$ cat config.mk
export PLATFORM = sky130hd
export DESIGN_NAME = periodic_timer_table
export DESIGN_NICKNAME = d
export VERILOG_FILES = /design/src/sv/ptt_pkg.sv /design/src/sv/ptt_slot_unit.sv /design/src/sv/periodic_timer_table.sv
export SDC_FILE = /design/constraint.sdc
export NUM_CORES = 1
export LEC_CHECK = 0
export ABC_AREA = 1
export BUFFER_PORTS_ARGS = -buffer_cell sky130_fd_sc_hd__buf_2
export CAP_MARGIN = 0
export CELL_PAD_IN_SITES_DETAIL_PLACEMENT = 1
export CELL_PAD_IN_SITES_GLOBAL_PLACEMENT = 2
export CORE_MARGIN = 5
export CORE_UTILIZATION = 35
export DETAILED_ROUTE_END_ITERATION = 10
export PLACE_DENSITY_LB_ADDON = 0.1
export SLEW_MARGIN = 10
export SYNTH_ARGS = -nofsm -noshare
export SYNTH_HDL_FRONTEND = slang
export SYNTH_SLANG_ARGS = --single-unit
$ cat constraint.sdc
create_clock -name clock -period 5 [get_ports clock]
set_clock_uncertainty 0.2 [all_clocks]
set_input_delay 0.5 -clock clock [delete_from_list [all_inputs] [get_ports clock]]
set_output_delay 0.5 -clock clock [all_outputs]
set_load 0.01 [all_outputs]
$ cat src/sv/ptt_pkg.sv
// Shared constants, codes and types for the periodic timer table.
package ptt_pkg;

   // Table geometry and field widths
   localparam int SLOTS  = 16;
   localparam int SLOT_W = $clog2(SLOTS);
   localparam int OCC_W  = $clog2(SLOTS + 1);
   localparam int CMD_W  = 4;
   localparam int KEY_W  = 16;
   localparam int VAL_W  = 16;
   localparam int KIND_W = 2;

   // Command codes
   localparam logic [CMD_W-1:0] CMD_TICK       = 4'd0;
   localparam logic [CMD_W-1:0] CMD_ADD        = 4'd1;
   localparam logic [CMD_W-1:0] CMD_DELETE     = 4'd2;
   localparam logic [CMD_W-1:0] CMD_SET_TARGET = 4'd3;
   localparam logic [CMD_W-1:0] CMD_SET_COUNT  = 4'd4;
   localparam logic [CMD_W-1:0] CMD_START      = 4'd5;
   localparam logic [CMD_W-1:0] CMD_STOP       = 4'd6;
   localparam logic [CMD_W-1:0] CMD_START_ALL  = 4'd7;
   localparam logic [CMD_W-1:0] CMD_STOP_ALL   = 4'd8;

   // Result kinds
   localparam logic [KIND_W-1:0] KIND_ACK    = 2'd0;
   localparam logic [KIND_W-1:0] KIND_EXPIRE = 2'd1;
   localparam logic [KIND_W-1:0] KIND_DONE   = 2'd2;

   // Result of evaluating one slot in the shared unit
   typedef struct packed {
      logic [VAL_W-1:0] count_inc;
      logic             expire;
      logic             key_hit;
   } ptt_eval_type;

endpackage

$ cat src/sv/ptt_slot_unit.sv
// Shared slot evaluator: count increment, expiry compare and key match.
module ptt_slot_unit (
   input  logic [ptt_pkg::VAL_W-1:0] count,
   input  logic [ptt_pkg::VAL_W-1:0] target,
   input  logic [ptt_pkg::KEY_W-1:0] slot_key,
   input  logic [ptt_pkg::KEY_W-1:0] req_key,
   output ptt_pkg::ptt_eval_type     eval
);
   import ptt_pkg::*;

   // Count wraps at its width; expiry when the new count reaches the target
   always_comb begin
      eval.count_inc = count + VAL_W'(1);
      eval.expire    = (eval.count_inc >= target);
      eval.key_hit   = (slot_key == req_key);
   end

endmodule

$ cat src/sv/periodic_timer_table.sv
// Periodic timer table: top level with slot store, scan sequencer and result register.
//
// Usage:
//   Commands arrive on the req_ channel (valid/ready). Each command word is
//   answered on the rsp_ channel: a tick gives one expiry word per slot that
//   reaches its target, in slot order, then a done word; every other command
//   gives a single acknowledge word. The word that ends a command has
//   rsp_last set.
// Sequencing:
//   Every known command walks the 16 slots through one shared evaluator,
//   one slot per cycle unless a tick scan pauses on a stalled expiry, then
//   issues the done or acknowledge word once the result register is free.
//   Unknown commands skip the scan and go straight to the acknowledge word.
//   req_ready is high only between commands.
// Stalls:
//   A single result register sits on rsp_. The next command is accepted while
//   the last word still waits there; a tick scan pauses on a slot that expires
//   while the register is held by a stalled receiver.
// Reset:
//   Clears all valid and running marks, the occupancy count and the result
//   valid flag; the table comes up empty and ready.
module periodic_timer_table (
   input  logic                        clock,
   input  logic                        reset,
   input  logic                        req_valid,
   output logic                        req_ready,
   input  logic [ptt_pkg::CMD_W-1:0]   req_command,
   input  logic [ptt_pkg::KEY_W-1:0]   req_key,
   input  logic [ptt_pkg::VAL_W-1:0]   req_value,
   output logic                        rsp_valid,
   input  logic                        rsp_ready,
   output logic [ptt_pkg::KIND_W-1:0]  rsp_kind,
   output logic                        rsp_ok,
   output logic [ptt_pkg::SLOT_W-1:0]  rsp_slot,
   output logic [ptt_pkg::KEY_W-1:0]   rsp_slot_key,
   output logic                        rsp_last
);
   import ptt_pkg::*;

   localparam logic [1:0] ST_IDLE = 2'd0;
   localparam logic [1:0] ST_SCAN = 2'd1;
   localparam logic [1:0] ST_DONE = 2'd2;
   localparam logic [1:0] ST_ACK  = 2'd3;

   // Sequencer and command registers
   logic [1:0]        state_ff, state_in;
   logic [SLOT_W-1:0] idx_ff, idx_in;
   logic [CMD_W-1:0]  cmd_ff, cmd_in;
   logic [KEY_W-1:0]  key_ff, key_in;
   logic [VAL_W-1:0]  val_ff, val_in;
   logic              found_ff, found_in;
   logic [SLOT_W-1:0] found_idx_ff, found_idx_in;
   logic              free_ff, free_in;
   logic [SLOT_W-1:0] free_idx_ff, free_idx_in;
   logic              any_ff, any_in;
   logic [OCC_W-1:0]  occ_ff, occ_in;

   // Slot flags
   logic [SLOTS-1:0]  valid_ff, valid_in;
   logic [SLOTS-1:0]  run_ff, run_in;

   // Slot store
   logic [KEY_W-1:0]  key_mem [SLOTS];
   logic [VAL_W-1:0]  tgt_mem [SLOTS];
   logic [VAL_W-1:0]  cnt_mem [SLOTS];
   logic [SLOT_W-1:0] wr_idx;
   logic              key_we, tgt_we, cnt_we;
   logic [KEY_W-1:0]  key_wd;
   logic [VAL_W-1:0]  tgt_wd, cnt_wd;

   // Result register
   logic              rsp_valid_ff, rsp_valid_in;
   logic [KIND_W-1:0] rsp_kind_ff, rsp_kind_in;
   logic              rsp_ok_ff, rsp_ok_in;
   logic [SLOT_W-1:0] rsp_slot_ff, rsp_slot_in;
   logic [KEY_W-1:0]  rsp_key_ff, rsp_key_in;
   logic              rsp_last_ff, rsp_last_in;

   logic              out_free;
   logic              last_idx;
   logic              step;
   ptt_eval_type      eval;

   // Shared evaluator on the slot under the scan pointer
   ptt_slot_unit u_unit (
      .count    (cnt_mem[idx_ff]),
      .target   (tgt_mem[idx_ff]),
      .slot_key (key_mem[idx_ff]),
      .req_key  (key_ff),
      .eval     (eval)
   );

   assign req_ready    = (state_ff == ST_IDLE);
   assign rsp_valid    = rsp_valid_ff;
   assign rsp_kind     = rsp_kind_ff;
   assign rsp_ok       = rsp_ok_ff;
   assign rsp_slot     = rsp_slot_ff;
   assign rsp_slot_key = rsp_key_ff;
   assign rsp_last     = rsp_last_ff;

   assign out_free = !rsp_valid_ff || rsp_ready;
   assign last_idx = (idx_ff == SLOT_W'(SLOTS - 1));

   // Sequencer
   always_comb begin
      state_in     = state_ff;
      idx_in       = idx_ff;
      cmd_in       = cmd_ff;
      key_in       = key_ff;
      val_in       = val_ff;
      found_in     = found_ff;
      found_idx_in = found_idx_ff;
      free_in      = free_ff;
      free_idx_in  = free_idx_ff;
      any_in       = any_ff;
      occ_in       = occ_ff;
      valid_in     = valid_ff;
      run_in       = run_ff;
      wr_idx       = idx_ff;
      key_we       = 1'b0;
      tgt_we       = 1'b0;
      cnt_we       = 1'b0;
      key_wd       = '0;
      tgt_wd       = '0;
      cnt_wd       = '0;
      step         = 1'b1;
      rsp_valid_in = rsp_valid_ff && !rsp_ready;
      rsp_kind_in  = rsp_kind_ff;
      rsp_ok_in    = rsp_ok_ff;
      rsp_slot_in  = rsp_slot_ff;
      rsp_key_in   = rsp_key_ff;
      rsp_last_in  = rsp_last_ff;

      unique case (state_ff)
         ST_IDLE: begin
            if (req_valid && req_ready) begin
               cmd_in       = req_command;
               key_in       = req_key;
               val_in       = req_value;
               idx_in       = '0;
               found_in     = 1'b0;
               found_idx_in = '0;
               free_in      = 1'b0;
               free_idx_in  = '0;
               any_in       = 1'b0;
               state_in     = (req_command > CMD_STOP_ALL) ? ST_ACK : ST_SCAN;
            end
         end

         ST_SCAN: begin
            if (cmd_ff == CMD_TICK) begin
               // count up running slots; expiry needs the result register
               if (valid_ff[idx_ff] && run_ff[idx_ff]) begin
                  if (eval.expire) begin
                     if (out_free) begin
                        cnt_we       = 1'b1;
                        cnt_wd       = '0;
                        rsp_valid_in = 1'b1;
                        rsp_kind_in  = KIND_EXPIRE;
                        rsp_ok_in    = 1'b1;
                        rsp_slot_in  = idx_ff;
                        rsp_key_in   = key_mem[idx_ff];
                        rsp_last_in  = 1'b0;
                     end else begin
                        step = 1'b0;
                     end
                  end else begin
                     cnt_we = 1'b1;
                     cnt_wd = eval.count_inc;
                  end
               end
            end else begin
               // lookup: first key match, first free slot, any occupied; start/stop all set run marks
               if (valid_ff[idx_ff]) begin
                  any_in = 1'b1;
                  if (eval.key_hit && !found_ff) begin
                     found_in     = 1'b1;
                     found_idx_in = idx_ff;
                  end
                  if (cmd_ff == CMD_START_ALL || cmd_ff == CMD_STOP_ALL) begin
                     run_in[idx_ff] = (cmd_ff == CMD_START_ALL);
                  end
               end else if (!free_ff) begin
                  free_in     = 1'b1;
                  free_idx_in = idx_ff;
               end
            end
            if (step) begin
               idx_in = idx_ff + SLOT_W'(1);
               if (last_idx) begin
                  state_in = (cmd_ff == CMD_TICK) ? ST_DONE : ST_ACK;
               end
            end
         end

         ST_DONE: begin
            if (out_free) begin
               rsp_valid_in = 1'b1;
               rsp_kind_in  = KIND_DONE;
               rsp_ok_in    = 1'b1;
               rsp_slot_in  = '0;
               rsp_key_in   = '0;
               rsp_last_in  = 1'b1;
               state_in     = ST_IDLE;
            end
         end

         ST_ACK: begin
            if (out_free) begin
               rsp_valid_in = 1'b1;
               rsp_kind_in  = KIND_ACK;
               rsp_ok_in    = 1'b0;
               rsp_slot_in  = '0;
               rsp_key_in   = '0;
               rsp_last_in  = 1'b1;
               state_in     = ST_IDLE;
               unique case (cmd_ff) inside
                  CMD_ADD: begin
                     if (occ_ff != OCC_W'(SLOTS) && !found_ff && free_ff) begin
                        wr_idx                = free_idx_ff;
                        valid_in[free_idx_ff] = 1'b1;
                        run_in[free_idx_ff]   = 1'b0;
                        key_we                = 1'b1;
                        key_wd                = key_ff;
                        tgt_we                = 1'b1;
                        tgt_wd                = val_ff;
                        cnt_we                = 1'b1;
                        cnt_wd                = '0;
                        occ_in                = occ_ff + OCC_W'(1);
                        rsp_ok_in             = 1'b1;
                        rsp_slot_in           = free_idx_ff;
                        rsp_key_in            = key_ff;
                     end
                  end
                  CMD_DELETE, CMD_SET_TARGET, CMD_SET_COUNT, CMD_START, CMD_STOP: begin
                     if (found_ff) begin
                        wr_idx      = found_idx_ff;
                        rsp_ok_in   = 1'b1;
                        rsp_slot_in = found_idx_ff;
                        rsp_key_in  = key_ff;
                        case (cmd_ff)
                           CMD_DELETE: begin
                              valid_in[found_idx_ff] = 1'b0;
                              run_in[found_idx_ff]   = 1'b0;
                              key_we                 = 1'b1;
                              tgt_we                 = 1'b1;
                              cnt_we                 = 1'b1;
                              if (occ_ff != '0) begin
                                 occ_in = occ_ff - OCC_W'(1);
                              end
                           end
                           CMD_SET_TARGET: begin
                              tgt_we = 1'b1;
                              tgt_wd = val_ff;
                           end
                           CMD_SET_COUNT: begin
                              cnt_we = 1'b1;
                              cnt_wd = val_ff;
                           end
                           CMD_START: run_in[found_idx_ff] = 1'b1;
                           default:   run_in[found_idx_ff] = 1'b0;
                        endcase
                     end
                  end
                  CMD_START_ALL, CMD_STOP_ALL: begin
                     rsp_ok_in = any_ff;
                  end
                  default: begin
                     rsp_ok_in = 1'b0;
                  end
               endcase
            end
         end

         default: begin
            state_in = ST_IDLE;
         end
      endcase
   end

   // Control state
   always_ff @(posedge clock) begin
      if (reset) begin
         state_ff     <= ST_IDLE;
         rsp_valid_ff <= 1'b0;
         valid_ff     <= '0;
         run_ff       <= '0;
         occ_ff       <= '0;
      end else begin
         state_ff     <= state_in;
         rsp_valid_ff <= rsp_valid_in;
         valid_ff     <= valid_in;
         run_ff       <= run_in;
         occ_ff       <= occ_in;
      end
   end

   // Scan bookkeeping and result payload
   always_ff @(posedge clock) begin
      idx_ff       <= idx_in;
      cmd_ff       <= cmd_in;
      key_ff       <= key_in;
      val_ff       <= val_in;
      found_ff     <= found_in;
      found_idx_ff <= found_idx_in;
      free_ff      <= free_in;
      free_idx_ff  <= free_idx_in;
      any_ff       <= any_in;
      rsp_kind_ff  <= rsp_kind_in;
      rsp_ok_ff    <= rsp_ok_in;
      rsp_slot_ff  <= rsp_slot_in;
      rsp_key_ff   <= rsp_key_in;
      rsp_last_ff  <= rsp_last_in;
   end

   // Slot store writes, one slot per cycle
   always_ff @(posedge clock) begin
      if (key_we) begin
         key_mem[wr_idx] <= key_wd;
      end
      if (tgt_we) begin
         tgt_mem[wr_idx] <= tgt_wd;
      end
      if (cnt_we) begin
         cnt_mem[wr_idx] <= cnt_wd;
      end
   end

endmodule

==> results of run 1 <==
-- per-layer routing --
layer	up-vias	routed length, um
met5	-	0
met2	592	63600
met1	14200	58700
met4	0	2840
li1	12900	-
met3	188	4730
-- layout by cell type (no fill, tap or decap), drive strengths merged, types with 3 or more instances in the layout --
cell type	instances
edfxtp	843
nor2	600
nand2	515
o21ai	408
buf	310
inv	257
nand3	252
clkbuf	125
o211ai	90
a21oi	87
o221ai	51
nor3	51
clkinv	47
dfxtp	44
dlygate4sd3	37
o22ai	27
ha	24
nand4	16
bufinv	13
xor2	7
clkinvlp	6
and2	5
o31ai	5
a22oi	5
o21bai	4
a31oi	3
a211oi	3
xnor2	3
-- power breakdown --
group	switching [uW]	internal (uW)	total, uW
Sequential	229	8390	8610
Clock	3190	4460	7650
Combinational	5130	2270	7410
-- final cells by class --
type                    count  area, sq um
fillers                 11800        63200
flip-flops and latches    887        26200
multi-input cells        2167        10500
repair buffers            347         2920
clock buffers             125         2640
well taps                1476         1850
inverters                 256          976
clock inverters            67          792
-- metrics by stage --
step | hold WS [ns] | total power, uW | util | setup WS (ns) | setup TNS [ns]
after floorplan | 0.246 | 13000 | - | 0.480 | 0
after CTS | 0.105 | 24000 | 0.420 | 0.153 | 0
after global routing | 0.169 | 24900 | 0.421 | 0.0591 | 0
after global placement | 0.253 | 16000 | 0.385 | -0.0552 | -0.870
after detailed placement | 0.270 | 16200 | 0.385 | -0.291 | -23.27
final | 0.155 | 23700 | 0.421 | 0.260 | 0
-- how the worst max path moves through the flow --
stage,to,startpoint,slack [ns]
2_1_floorplan,rsp_kind[0],register,0.48
3_3_place_gp,cnt_mem[1][4],register,-0.06
3_5_place_dp,cnt_mem[2][4],register,-0.29
4_1_cts,found_idx_ff[2],register,0.15
5_1_grt,register,register,0.06
6_report,rsp_valid,register,0.26
-- registers in the layout, summed over array words and instances, names as in the netlist, 5 cells and up, named ones only --
register,flops
cnt_mem,256
key_ff,16
key_mem,256
occ_ff,5
rsp_slot_key,16
tgt_mem,256
val_ff,16
valid_ff,16
-- repair_timing --
| item | CTS | global route |
|---|---|---|
| gates resized for setup | 3 | 4 |
| hold buffers | 37 | 0 |
| hold endpoints to repair | 47 | 0 |
| pin swaps | 0 | 1 |
| endpoints found under the setup margin | 444 | 280 |
| buffers inserted | 0 | 4 |
-- cells by family (layout without fill, tap and decap cells) --
group                    count (synthesis)  after routing
AND/OR/NAND/NOR                       1443           1443
flip-flops                             887            887
AO/OA/AOI/OAI                          689            689
buffers and inverters                  459            795
adder cells (fa/ha/maj)                 25             25
XOR/XNOR                                10             10
-- tightest hold or removal path: cells and delay by family --
family / cells / cell delay, ns
buf+inv: 1 / 0.08
simple gates: 1 / 0.12
compound gates: 1 / 0.20
==> summary.md, run 1 <==
The tools report the total number of nets in the final design as 3825. In this design, the largest share of critical-path delay is due to simple AND/OR/NAND/NOR gates. The average size of a mapped cell was 11.0 sq um; the number of endpoints with negative hold slack in the final report was 0. The async set or reset register ratio after synthesis is 0. The worst setup path is launched from a register.

Diode insertion count for antenna repair: 0. The count of endpoints failing setup in the final report was 0. Dividing total power by cell area gives a power density of 515 nW/um^2. The most utilized layer in the global route result was met2. The critical path in this run is classified as register to register. The number of detailed-routing iterations run before antenna repair is 5, and the number of clock buffers inserted by TritonCTS is 101.

Number of synthesized flops with an enable pin: 843. The flow ran to the end, and the final reports show no timing, DRC or antenna violations. The initial core utilization came out at 0.354. The clock passes through at most 3 buffers. The share of the synthesized area in the top cell type was 0.656; the combined area of all synthesized cells was 38600 sq um. The peak supply drop came out at 0.385 mV.

The required time at the worst-slack endpoint is 5.39 ns. The critical path arrival was 5.13 ns. Number of synthesis warnings: 0.

By area the synthesized netlist is led by sky130_fd_sc_hd__edfxtp_1, sky130_fd_sc_hd__nor2_1, sky130_fd_sc_hd__nand2_1. The number of DRC violations after detailed routing is 0, and the synthesized-area fraction occupied by ao, oa, aoi and oai cells is 0.103. Yosys mapped the design onto 50 distinct sky130hd cell types. The endpoint of the worst hold path is rsp_ok. The final critical-path required period was 4.74 ns; the placeable core area was 109000 sq um.

After technology mapping, the gate count stands at 3513. After detailed routing, the number of vias per cell comes to 5.23. For the part of the Yosys area used for sequential elements, the log shows 0.679.

Sink count of the clock tree: 887. The cell sitting at the root of the clock tree is a sky130_fd_sc_hd__clkbuf_16. The largest area contributor in the netlist is sky130_fd_sc_hd__edfxtp_1. The detailed placement HPWL is 77700 um.

During I/O placement, the number of pins put on the boundary was 66. The cell total after placement was 5092; the static leakage was 0.0158 uW. The maximum fanout along the worst path was 22; the final critical-path share of the clock period was 0.948. The average routed wire per standard cell works out to 24.4 um. For this run the aggregate overflow at the end of global routing stands at 0.

The count of port buffers added during placement is 65. Counting cells, the worst reg-to-reg path comes to 26. After the first detailed-routing iteration, the DRC count stood at 1816.

The routed layout has 27900 vias. The min-delay analysis places its worst path in the category input port to register. The endpoint identified for the worst register-to-register timing path is rsp_valid. From bottom edge to top edge, the die measures 342 um.

The xor and xnor area share after synthesis came out at 0.00246. Post-synthesis simple-gate area fraction: 0.154. For the pin with the worst max-slew slack, the measured transition is 1.15 ns. The tool flagged a number of max-cap violations equal to 0.

By area, the combinational part of the netlist is dominated by simple AND/OR/NAND/NOR gates. The tools report the area after detailed placement as 42000 sq um. The standard-cell row count is 121, and the finished layout cell area is 45900 sq um.

The count of nets left with antenna violations once routing finished came out at 0. The tools report the global router's overall resource usage as 0.219. Most common flop cell mapped by yosys: sky130_fd_sc_hd__edfxtp_1.

Setup repair after global routing left no endpoint under its margin. For the via count of the first global-routing pass, the log shows 29400. In the synthesized netlist, the cells that appear most often are sky130_fd_sc_hd__edfxtp_1, sky130_fd_sc_hd__nor2_1, sky130_fd_sc_hd__nand2_1.

The maximum clock rate was 0.211 GHz; the portion of netlist area occupied by mux cells was 0. For the met1 track demand over resource in global routing, the log shows 0.294. The headroom to the max-slew limit is 0.230, and the layout-stage area growth over the synthesis result is 19.0%. The final-report max-slew violation count is 0, and the number of cells in the finished layout apart from fillers is 5325. The critical path runs through a total of 26 cells. The fraction of final layout cells with drive strength greater than 1 was 0.145. Together, buffers and inverters on the worst path number 6.

The number of antenna violations at the first check in global routing came out at 1. The congestion estimate from routability-driven global placement came to 0.821. The clock transition at the registers of the reported paths came out at 0.06 ns.

The global-route wire length before repair is 192000 um. For the met2 capacity usage during global routing, the log shows 0.379. For this design, the slowest cell found on the critical path is sky130_fd_sc_hd__a21oi_1. In this run the register-to-register setup slack is 0.26 ns.

The met3 routing resource usage after global routing is 0.0265, and the die extent in x is 342 um. Cell with the most instances after synthesis: sky130_fd_sc_hd__edfxtp_1. The H-tree was split into 3 levels.

Along the worst hold path, the cell count comes to 3. Synthesis inferred 887 register bits. Counting stages on the worst path, the most repeated cell is sky130_fd_sc_hd__nand2_1. The routed design has 130000 um of wire. In this run the most critical hold path is launched from rsp_ready. The run gives 3578 as the net count of the mapped netlist. TritonCTS built the clock tree. The die area is 117000 sq um, and the arithmetic-cell share of the synthesized area counting full adders, half adders and majority gates is 0.00830.

The clock latency of the later-clocked register in the worst-skew pair was 0.70 ns. Entering global routing, the biggest net connects 129 pins. The endpoint type of the worst setup path was a register. For this run, the slowest stage of the critical path takes 0.58 ns.
No activity file was read; power rests on OpenSTA's default activity.
==> inputs of run 2 (changes only) <==
--- a/config.mk
+++ b/config.mk
@@ -6,13 +6,13 @@
 export NUM_CORES = 1
 export LEC_CHECK = 0
 export ABC_AREA = 1
-export BUFFER_PORTS_ARGS = -buffer_cell sky130_fd_sc_hd__buf_2
 export CAP_MARGIN = 0
 export CELL_PAD_IN_SITES_DETAIL_PLACEMENT = 1
 export CELL_PAD_IN_SITES_GLOBAL_PLACEMENT = 2
 export CORE_MARGIN = 5
 export CORE_UTILIZATION = 35
 export DETAILED_ROUTE_END_ITERATION = 10
+export DONT_BUFFER_PORTS = 1
 export PLACE_DENSITY_LB_ADDON = 0.1
 export SLEW_MARGIN = 10
 export SYNTH_ARGS = -nofsm -noshare
==> summary.md, run 2 (synthesis results as in run 1) <==
Headroom to the max-slew limit: 0.247 (+0.0164). The critical path arrival is 4.97 ns (-0.16 ns). The global router's overall resource usage was 0.220 (+0.000973). The most common library cell in the layout ignoring fill and taps was sky130_fd_sc_hd__edfxtp_1.

The top routing layer in use was met4. The number of detailed-routing iterations run before antenna repair is 5 (unchanged). Among the stages of the critical path, the cell type that occurs most often is sky130_fd_sc_hd__nand3_1. The largest registers in the layout are cnt_mem (256), key_mem (256), tgt_mem (256).

TritonCTS built the clock tree. The number of endpoints with negative hold slack in the final report was 0 (unchanged). The tree is rooted in a sky130_fd_sc_hd__clkbuf_16.

The run gives 63700 um (+0.18%) as the met2 wirelength from detailed routing. Number of antenna violations at the first check in global routing: 1 (unchanged). The logs give 0.373 (+0.009) for the share of power burned in registers and 0.215 GHz (+2.1%) for the maximum clock rate. The count of port buffers added during placement was 0 (-100%); the detailed placement HPWL was 78100 um (+0.45%).

The logs give 0.415 (-0.00580) for the utilization after layout and 0.315 (-0.008) for the relative contribution of the clock network to total power. The run finished with clean final reports. The run gives 58400 um (-0.51%) as the detailed-route wire length on metal 1.

The initial core utilization was 0.354 (unchanged); the die extent in x was 342 um (unchanged). The clock transition at the registers of the reported paths is 0.06 ns (about the same). The logs give 8490 uW (-0.75%) for the net switching power of the design and 5270 um (+11%) for the routed wire length on met3.

The tools report the iteration-0 DRC count of the detailed router as 1784 (-1.8%). The via count of the first global-routing pass was 28900 (-1.5%). The area of the multi-input gates is 10500 sq um (about the same), and the peak supply drop is 0.304 mV (-21%).

Among all stages on the critical path, the largest delay is contributed by sky130_fd_sc_hd__dfxtp_4. The tools report the maximum clock insertion buffer count as 3 (unchanged). Setup repair after global routing left no endpoint under its margin.

The power density over the cells works out to 513 nW/um^2 (-0.42%). The maximum fanout along the worst path is 21 (-4.5%). For the placeable core area, the log shows 109000 sq um (unchanged). STA classifies the critical path startpoint as a register.

Final critical-path required period: 4.64 ns (-0.0960 ns). The number of DRC violations after detailed routing is 0 (unchanged), and the average routed wire per standard cell is 24.9 um (+2.2%). The transition time at the pin with the least slew margin was 1.13 ns (-0.0288 ns).

The max-capacitance violation count came out at 0 (unchanged). The required time at the worst-slack endpoint is 5.32 ns (-0.07 ns). The register cell area after layout was 26200 sq um (unchanged); the count of endpoints failing setup in the final report was 0 (unchanged). The die area is 117000 sq um (unchanged). The logs give 0.312 (about the same) for the combinational power share and 0 (unchanged) for the total global routing overflow. The sink count of the clock tree is 887 (unchanged). The level count of the clock H-tree is 3 (unchanged). The fraction of final layout cells with drive strength greater than 1 works out to 0.123 (-0.0227). The fraction of power spent switching nets was 0.365 (+0.00382); the finished layout cell area was 45300 sq um (-1.4%).

The library cells used most frequently in the layout, excluding fill and tap cells, are sky130_fd_sc_hd__edfxtp_1, sky130_fd_sc_hd__nor2_1, sky130_fd_sc_hd__nand2_1, sky130_fd_sc_hd__o21ai_0, sky130_fd_sc_hd__nand3_1. Count of pins on the block boundary: 66 (unchanged). The worst setup path is captured at a register. Kind of critical path: register to register. For the standard-cell row count, the log shows 121 (unchanged). The tools report the total wire length as 130000 um (+0.33%). Total number of nets in the final design: 3730 (-2.5%). The internal power summed over all cells was 14800 uW (-2.4%); the clock latency of the later-clocked register in the worst-skew pair was 0.69 ns (about the same).

The tools report the number of filler instances in the final layout as 11700 (-0.76%). The diode insertion count for antenna repair is 0 (unchanged). The die extent in y was 342 um (unchanged).

The via count normalized by instance count is 5.31 (+1.4%). The min-delay analysis places its worst path in the category input port to register. The final weighted congestion in routability-driven placement was 0.849 (+3.4%); the largest net degree at the start of global routing was 129 (unchanged).

The number of nets with antenna violations after routing was 0 (unchanged); the number of clock buffers inserted by TritonCTS was 102 (+0.99%). The largest stage delay on the critical path is 0.43 ns (-0.15 ns), and the final-report max-slew violation count is 0 (unchanged). The cell family contributing the most delay on the critical path is simple AND/OR/NAND/NOR gates.

The tools report the global-route wire length before repair as 192000 um (about the same). The pre-CTS setup slack came out at -0.112 ns (+0.179 ns). The final critical-path setup slack was 0.356 ns (+0.0960 ns); the area after detailed placement was 41600 sq um (-1.1%). The static leakage was 0.0154 uW (-2.8%); the depth of the worst hold-timing path was 4 (+1). The tools report the total number of vias as 27700 (-0.42%). The count of buffer and inverter cells on the critical path works out to 5 (-1). The cell count of the worst reg-to-reg path is 27 (+3.8%), and the final critical-path share of the clock period is 0.929 (-0.0192). The layout-stage area growth over the synthesis result is 17.4%, and the cell depth of the worst setup path is 27 (+3.8%).
-- run 2: changes by cell type in the layout (fill, tap and decap cells not counted), sizes merged --
cell         previous run  this run
clkinvlp                6         7
dlygate4sd3            37        38
bufinv                 13         8
clkbuf                125       121
buf                   310       213
clkinv                 47        56
-- run 2: power by group through the flow --
stage / sequential [uW] / combinational (uW) / clock, uW
finish: 8670 / 7260 / 7320
CTS: 8670 / 7320 / 7510
global route: 8690 / 7980 / 7820
floorplan: 8660 / 4370 / 0
global placement: 8820 / 7160 / 0
detailed placement: 8810 / 7260 / 0
-- run 2: stage by stage --
step | cells | hold WS, ns | setup TNS, ns | power, uW
final | 5230 | 0.0744 | 0 | 23200
after global routing | 5230 | 0.0649 | 0 | 24500
after CTS | 5229 | 0.0213 | 0 | 23500
after detailed placement | 4998 | 0.261 | -16.47 | 16100
after global placement | 4998 | 0.255 | 0 | 16000
after floorplan | 3513 | 0.246 | 0 | 13000
-- run 2: cell type report --
class                      instances  area share
clock inverter                    72      0.0135
sequential                       887       0.579
timing repair buffer             251      0.0537
clock buffer                     121      0.0589
tap                             1476      0.0408
multi-input combinational       2167       0.233
inverter                         256      0.0215
-- run 2: per-layer routing --
layer,GRT usage,vias up
li1,-,12700
met1,0.299,14300
met2,0.376,605
met3,0.0293,185
met4,0.0520,0
met5,0,-
-- run 2: timing repair --
action / in CTS / in global routing
hold endpoints to repair: 50 / 0
buffers inserted: 0 / 1
gates resized for setup: 2 / 5
hold buffers: 38 / 0
endpoints found under the setup margin: 327 / 466
-- run 2: final timing paths --
kind / startpoint / endpoint / slack [ns]
worst max-delay path: register / register / 0.36
worst min-delay path: req_valid / any_ff / 0.07
worst max register to register: register / register / 0.36
worst min register to register: register / register / 0.28
-- run 2: worst reg2reg max path, cell delays in order, from the launching register on --
cell and delay, ns:
sky130_fd_sc_hd__dfxtp_4 0.43, sky130_fd_sc_hd__buf_12 0.20, sky130_fd_sc_hd__buf_4 0.26, sky130_fd_sc_hd__nor2_1 0.08
sky130_fd_sc_hd__nor2_1 0.09, sky130_fd_sc_hd__o21ai_0 0.09, sky130_fd_sc_hd__nand3_1 0.10, sky130_fd_sc_hd__nand3_1 0.08
sky130_fd_sc_hd__nand2_1 0.12, sky130_fd_sc_hd__ha_1 0.20, sky130_fd_sc_hd__nand3_2 0.10, sky130_fd_sc_hd__nor2_2 0.16
sky130_fd_sc_hd__nand4_1 0.13, sky130_fd_sc_hd__and2_1 0.19, sky130_fd_sc_hd__ha_1 0.26, sky130_fd_sc_hd__nand2_1 0.05
sky130_fd_sc_hd__inv_1 0.05, sky130_fd_sc_hd__nand3_1 0.10, sky130_fd_sc_hd__nor3_1 0.24, sky130_fd_sc_hd__nand3_1 0.15
sky130_fd_sc_hd__nand3_1 0.24, sky130_fd_sc_hd__buf_4 0.21, sky130_fd_sc_hd__nand2_1 0.07, sky130_fd_sc_hd__nor2_2 0.22
sky130_fd_sc_hd__nor3_2 0.05, sky130_fd_sc_hd__buf_4 0.19, sky130_fd_sc_hd__nand2_1 0.09, sky130_fd_sc_hd__nand2_2 0.15
==> inputs of run 3 (changes only) <==
--- a/config.mk
+++ b/config.mk
@@ -14,7 +14,9 @@
 export DETAILED_ROUTE_END_ITERATION = 10
 export DONT_BUFFER_PORTS = 1
 export PLACE_DENSITY_LB_ADDON = 0.1
+export SETUP_SLACK_MARGIN = 0.4
 export SLEW_MARGIN = 10
 export SYNTH_ARGS = -nofsm -noshare
 export SYNTH_HDL_FRONTEND = slang
+export SYNTH_HIERARCHICAL = 1
 export SYNTH_SLANG_ARGS = --single-unit
==> summary.md, run 3 <==
The detailed-route wire length on metal 1 was 57700 um (-1.3%); the number of DRC violations after detailed routing was 0 (unchanged). The logs give 4871 (-6.9%) for the number of cells in the finished layout apart from fillers and 37800 sq um (-2.1%) for the combined area of all synthesized cells. The sink count of the clock tree is 887 (unchanged), and the maximum fanout along the worst path is 16 (-24%). The initial core utilization is 0.353 (-0.000994), and the count of different cell masters after synthesis is 40 (-20%). In the synthesized netlist the dominant register cell turns out to be sky130_fd_sc_hd__edfxtp_1.

The headroom to the max-slew limit is 0.255 (+0.00767), and the clock latency of the later-clocked register in the worst-skew pair is 0.71 ns (+0.02 ns). The static leakage came out at 0.0160 uW (+4.3%). The largest registers in the layout are cnt_mem (256), key_mem (256), tgt_mem (256). The largest total area in the synthesized netlist belongs to sky130_fd_sc_hd__edfxtp_1. The detailed placement HPWL is 71100 um (-8.9%).

Number of nets with antenna violations after routing: 0 (unchanged). The cell total after placement came out at 4615 (-7.7%). The number of clock buffers inserted by TritonCTS was 102 (unchanged). The net count of the mapped netlist is 3349 (-6.4%).

TritonCTS built the clock tree. The maximum clock rate came out at 0.223 GHz (+3.3%). The type of the worst min-delay path was input port to register. The part of the Yosys area used for sequential elements is 0.693 (+0.0143), and the fraction of final layout cells with drive strength greater than 1 is 0.138 (+0.0150).

The placeable core area was 107000 sq um (-1.8%). The final total negative setup slack is 0 ns (unchanged), and the gate count after technology mapping is 3284 (-6.5%). The number of synthesized flops with an enable pin came out at 843 (unchanged). For the required time at the worst-slack endpoint, the log shows 5.19 ns (-0.13 ns). The total wire length is 127000 um (-2.4%), and the layout-stage area growth over the synthesis result is 18.7%. The total number of vias is 26700 (-3.9%), and the power density over the cells is 539 nW/um^2 (+5.0%).

The total number of nets in the final design is 3450 (-7.5%). The global router's overall resource usage was 0.214 (-0.00602); the largest net degree at the start of global routing was 185 (+43%). The run gives 0 (unchanged) as the total global routing overflow. The met2 wirelength from detailed routing is 61900 um (-3.0%), and the count of pins on the block boundary is 66 (unchanged). Die extent in y: 339 um (-1.0%). Cell with the most instances after synthesis: sky130_fd_sc_hd__edfxtp_1. Most common library cell in the layout ignoring fill and taps: sky130_fd_sc_hd__edfxtp_1. The post-synthesis register bit count was 887 (unchanged). Top routing layer in use: met4. The via count of the first global-routing pass was 28200 (-2.6%); the number of endpoints with negative hold slack in the final report was 0 (unchanged).

The maximum clock insertion buffer count is 3 (unchanged). The average size of a mapped cell came out at 11.5 sq um (+4.8%). The final critical-path required period is 4.49 ns (-0.150 ns), and the worst-case hold slack is 0.118 ns (+0.0433 ns). The run gives 0 (unchanged) as the final-report max-slew violation count.

The commonest cells after synthesis are sky130_fd_sc_hd__edfxtp_1, sky130_fd_sc_hd__nor2_1, sky130_fd_sc_hd__o21ai_0. The run gives 0.277 mV (-9.0%) as the peak supply drop. The run gives 6 (+6) as the number of synthesis warnings. The critical path startpoint category was a register.

CTS placed an instance of sky130_fd_sc_hd__clkbuf_16 at the clock tree root. The standard-cell row count was 120 (-0.83%); the die area was 115000 sq um (-2.0%). The clock transition at the registers of the reported paths is 0.06 ns (about the same). The routed wire length on met3 was 5390 um (+2.3%). The async set or reset register ratio after synthesis was 0 (unchanged); the level count of the clock H-tree was 3 (unchanged). The average routed wire per standard cell was 26.1 um (+4.8%); the diode insertion count for antenna repair was 0 (unchanged). The max-capacitance violation count came out at 0 (unchanged). The count of port buffers added during placement was 0 (unchanged). The die extent in x came out at 339 um (-1.0%). Setup repair after global routing could not meet its margin everywhere. The via count normalized by instance count works out to 5.47 (+3.2%). STA classifies the critical path endpoint as a register. The number of antenna violations at the first check in global routing came out at 1 (unchanged).

Transition time at the pin with the least slew margin: 1.11 ns (-0.0115 ns). By area the synthesized netlist is led by sky130_fd_sc_hd__edfxtp_1, sky130_fd_sc_hd__o21ai_0, sky130_fd_sc_hd__nor2_1. The global-route wire length before repair was 185000 um (-3.5%); the number of detailed-routing iterations run before antenna repair was 5 (unchanged). Count of endpoints failing setup in the final report: 0 (unchanged).

The iteration-0 DRC count of the detailed router is 1827 (+2.4%). The critical path arrival is 4.69 ns (-0.28 ns). The critical path is of the register to register type. The share of the synthesized area in the top cell type came out at 0.670 (+0.0138). The final critical-path share of the clock period works out to 0.899 (-0.0300). The library cells used most frequently in the layout, excluding fill and tap cells, are sky130_fd_sc_hd__edfxtp_1, sky130_fd_sc_hd__nor2_1, sky130_fd_sc_hd__o21ai_0, sky130_fd_sc_hd__nand2_1, sky130_fd_sc_hd__inv_1. The run finished with clean final reports. The run gives 0.774 (-8.9%) as the final weighted congestion in routability-driven placement.
[run 3: cell count changes after synthesis, moves of 21 or more]
cell                       previous run  this run
sky130_fd_sc_hd__buf_2               70        40
sky130_fd_sc_hd__buf_4               22         1
sky130_fd_sc_hd__clkbuf_1            79       148
sky130_fd_sc_hd__inv_1              244       169
sky130_fd_sc_hd__nand2_1            505       402
sky130_fd_sc_hd__nand3_1            251       123
sky130_fd_sc_hd__nor2_1             592       536
sky130_fd_sc_hd__o211ai_1            88        46
sky130_fd_sc_hd__o21ai_0            369       466
sky130_fd_sc_hd__o21ai_1             39         5
sky130_fd_sc_hd__o221ai_1            51       146
sky130_fd_sc_hd__o22ai_1             27        62
[run 3: layout make-up]
cell class                      instances  area (sq um)
Timing Repair Buffer                  203          2230
Sequential cell                       887         26200
Inverter                              183           731
Timing Repair inverter                  2          16.3
Fill cell                           11400         62400
Tap cell                             1403          1760
Clock buffer                          116          2650
Clock inverter                         71           805
Multi-Input combinational cell       2006         10500
[run 3: critical path, cell delays in order (launching register included)]
cell and delay [ns]:
sky130_fd_sc_hd__dfxtp_4 0.54, sky130_fd_sc_hd__buf_16 0.21, sky130_fd_sc_hd__buf_16 0.16, sky130_fd_sc_hd__o21ai_0 0.12, sky130_fd_sc_hd__o221ai_1 0.30, sky130_fd_sc_hd__nand3_1 0.13
sky130_fd_sc_hd__nand2_2 0.12, sky130_fd_sc_hd__nand2_1 0.08, sky130_fd_sc_hd__nor2_1 0.13, sky130_fd_sc_hd__nand2_1 0.10, sky130_fd_sc_hd__nor2_4 0.14, sky130_fd_sc_hd__xor2_2 0.20
sky130_fd_sc_hd__ha_1 0.29, sky130_fd_sc_hd__a21oi_2 0.15, sky130_fd_sc_hd__o21ai_0 0.11, sky130_fd_sc_hd__a21oi_2 0.16, sky130_fd_sc_hd__nand2_4 0.09, sky130_fd_sc_hd__inv_2 0.07
sky130_fd_sc_hd__nor2_1 0.04, sky130_fd_sc_hd__inv_1 0.07, sky130_fd_sc_hd__nand3_1 0.09, sky130_fd_sc_hd__nand2_2 0.13, sky130_fd_sc_hd__inv_8 0.09, sky130_fd_sc_hd__nor2_4 0.22
sky130_fd_sc_hd__clkbuf_16 0.23
[run 3: through the flow]
step                      setup WS [ns]  instance area [sq um]   util  power (uW)
final                             0.506                  44900  0.418       24200
after global routing              0.324                  44900  0.418       25500
after CTS                         0.401                  44300  0.413       23900
after detailed placement          0.167                  40200  0.375       15900
after global placement            0.302                  40200  0.375       15800
after floorplan                   0.188                  37800      -       13100
[run 3: what timing repair did]
action / CTS / global route
pin swaps: 1 / 29
hold buffers: 40 / 0
setup buffers: 2 / 17
cloned: 2 / 8
setup endpoints to repair: 448 / 547
gates resized for setup: 24 / 71
hold endpoints to repair: 54 / 0
[run 3: path summary, 6_finish.rpt]
kind | from | to | slack (ns) | depth (start not counted)
worst max register to register | register | cnt_mem[11][1] | 0.51 | 24
worst min-delay path | req_valid | state_ff[0] | 0.12 | 4
worst max-delay path | register | cnt_mem[11][1] | 0.51 | 24
worst min register to register | valid_ff[4] | valid_ff[4] | 0.27 | 2
[run 3: routing by layer]
layer | vias up | GRT usage
met5 | - | 0
met1 | 13900 | 0.292
met4 | 0 | 0.0471
met3 | 148 | 0.0310
li1 | 12100 | -
met2 | 567 | 0.363
[run 3: logic make-up (layout without fill, tap and decap cells)]
kind of cell,count (synthesis),count (layout),synth area share
flip-flops,887,887,0.693
XOR/XNOR,29,29,0.00672
AO/OA/AOI/OAI,804,804,0.127
buffers and inverters,391,575,0.0405
AND/OR/NAND/NOR,1148,1148,0.124
adder cells (fa/ha/maj),25,25,0.00848
[run 3: where the power goes]
| part | internal, uW | switching [uW] | leakage [uW] |
|---|---|---|---|
| Combinational | 2470 | 5380 | 0.00547 |
| Sequential | 8310 | 311 | 0.00888 |
| Clock | 4580 | 3130 | 0.00168 |
| Total | 15400 | 8820 | 0.0160 |
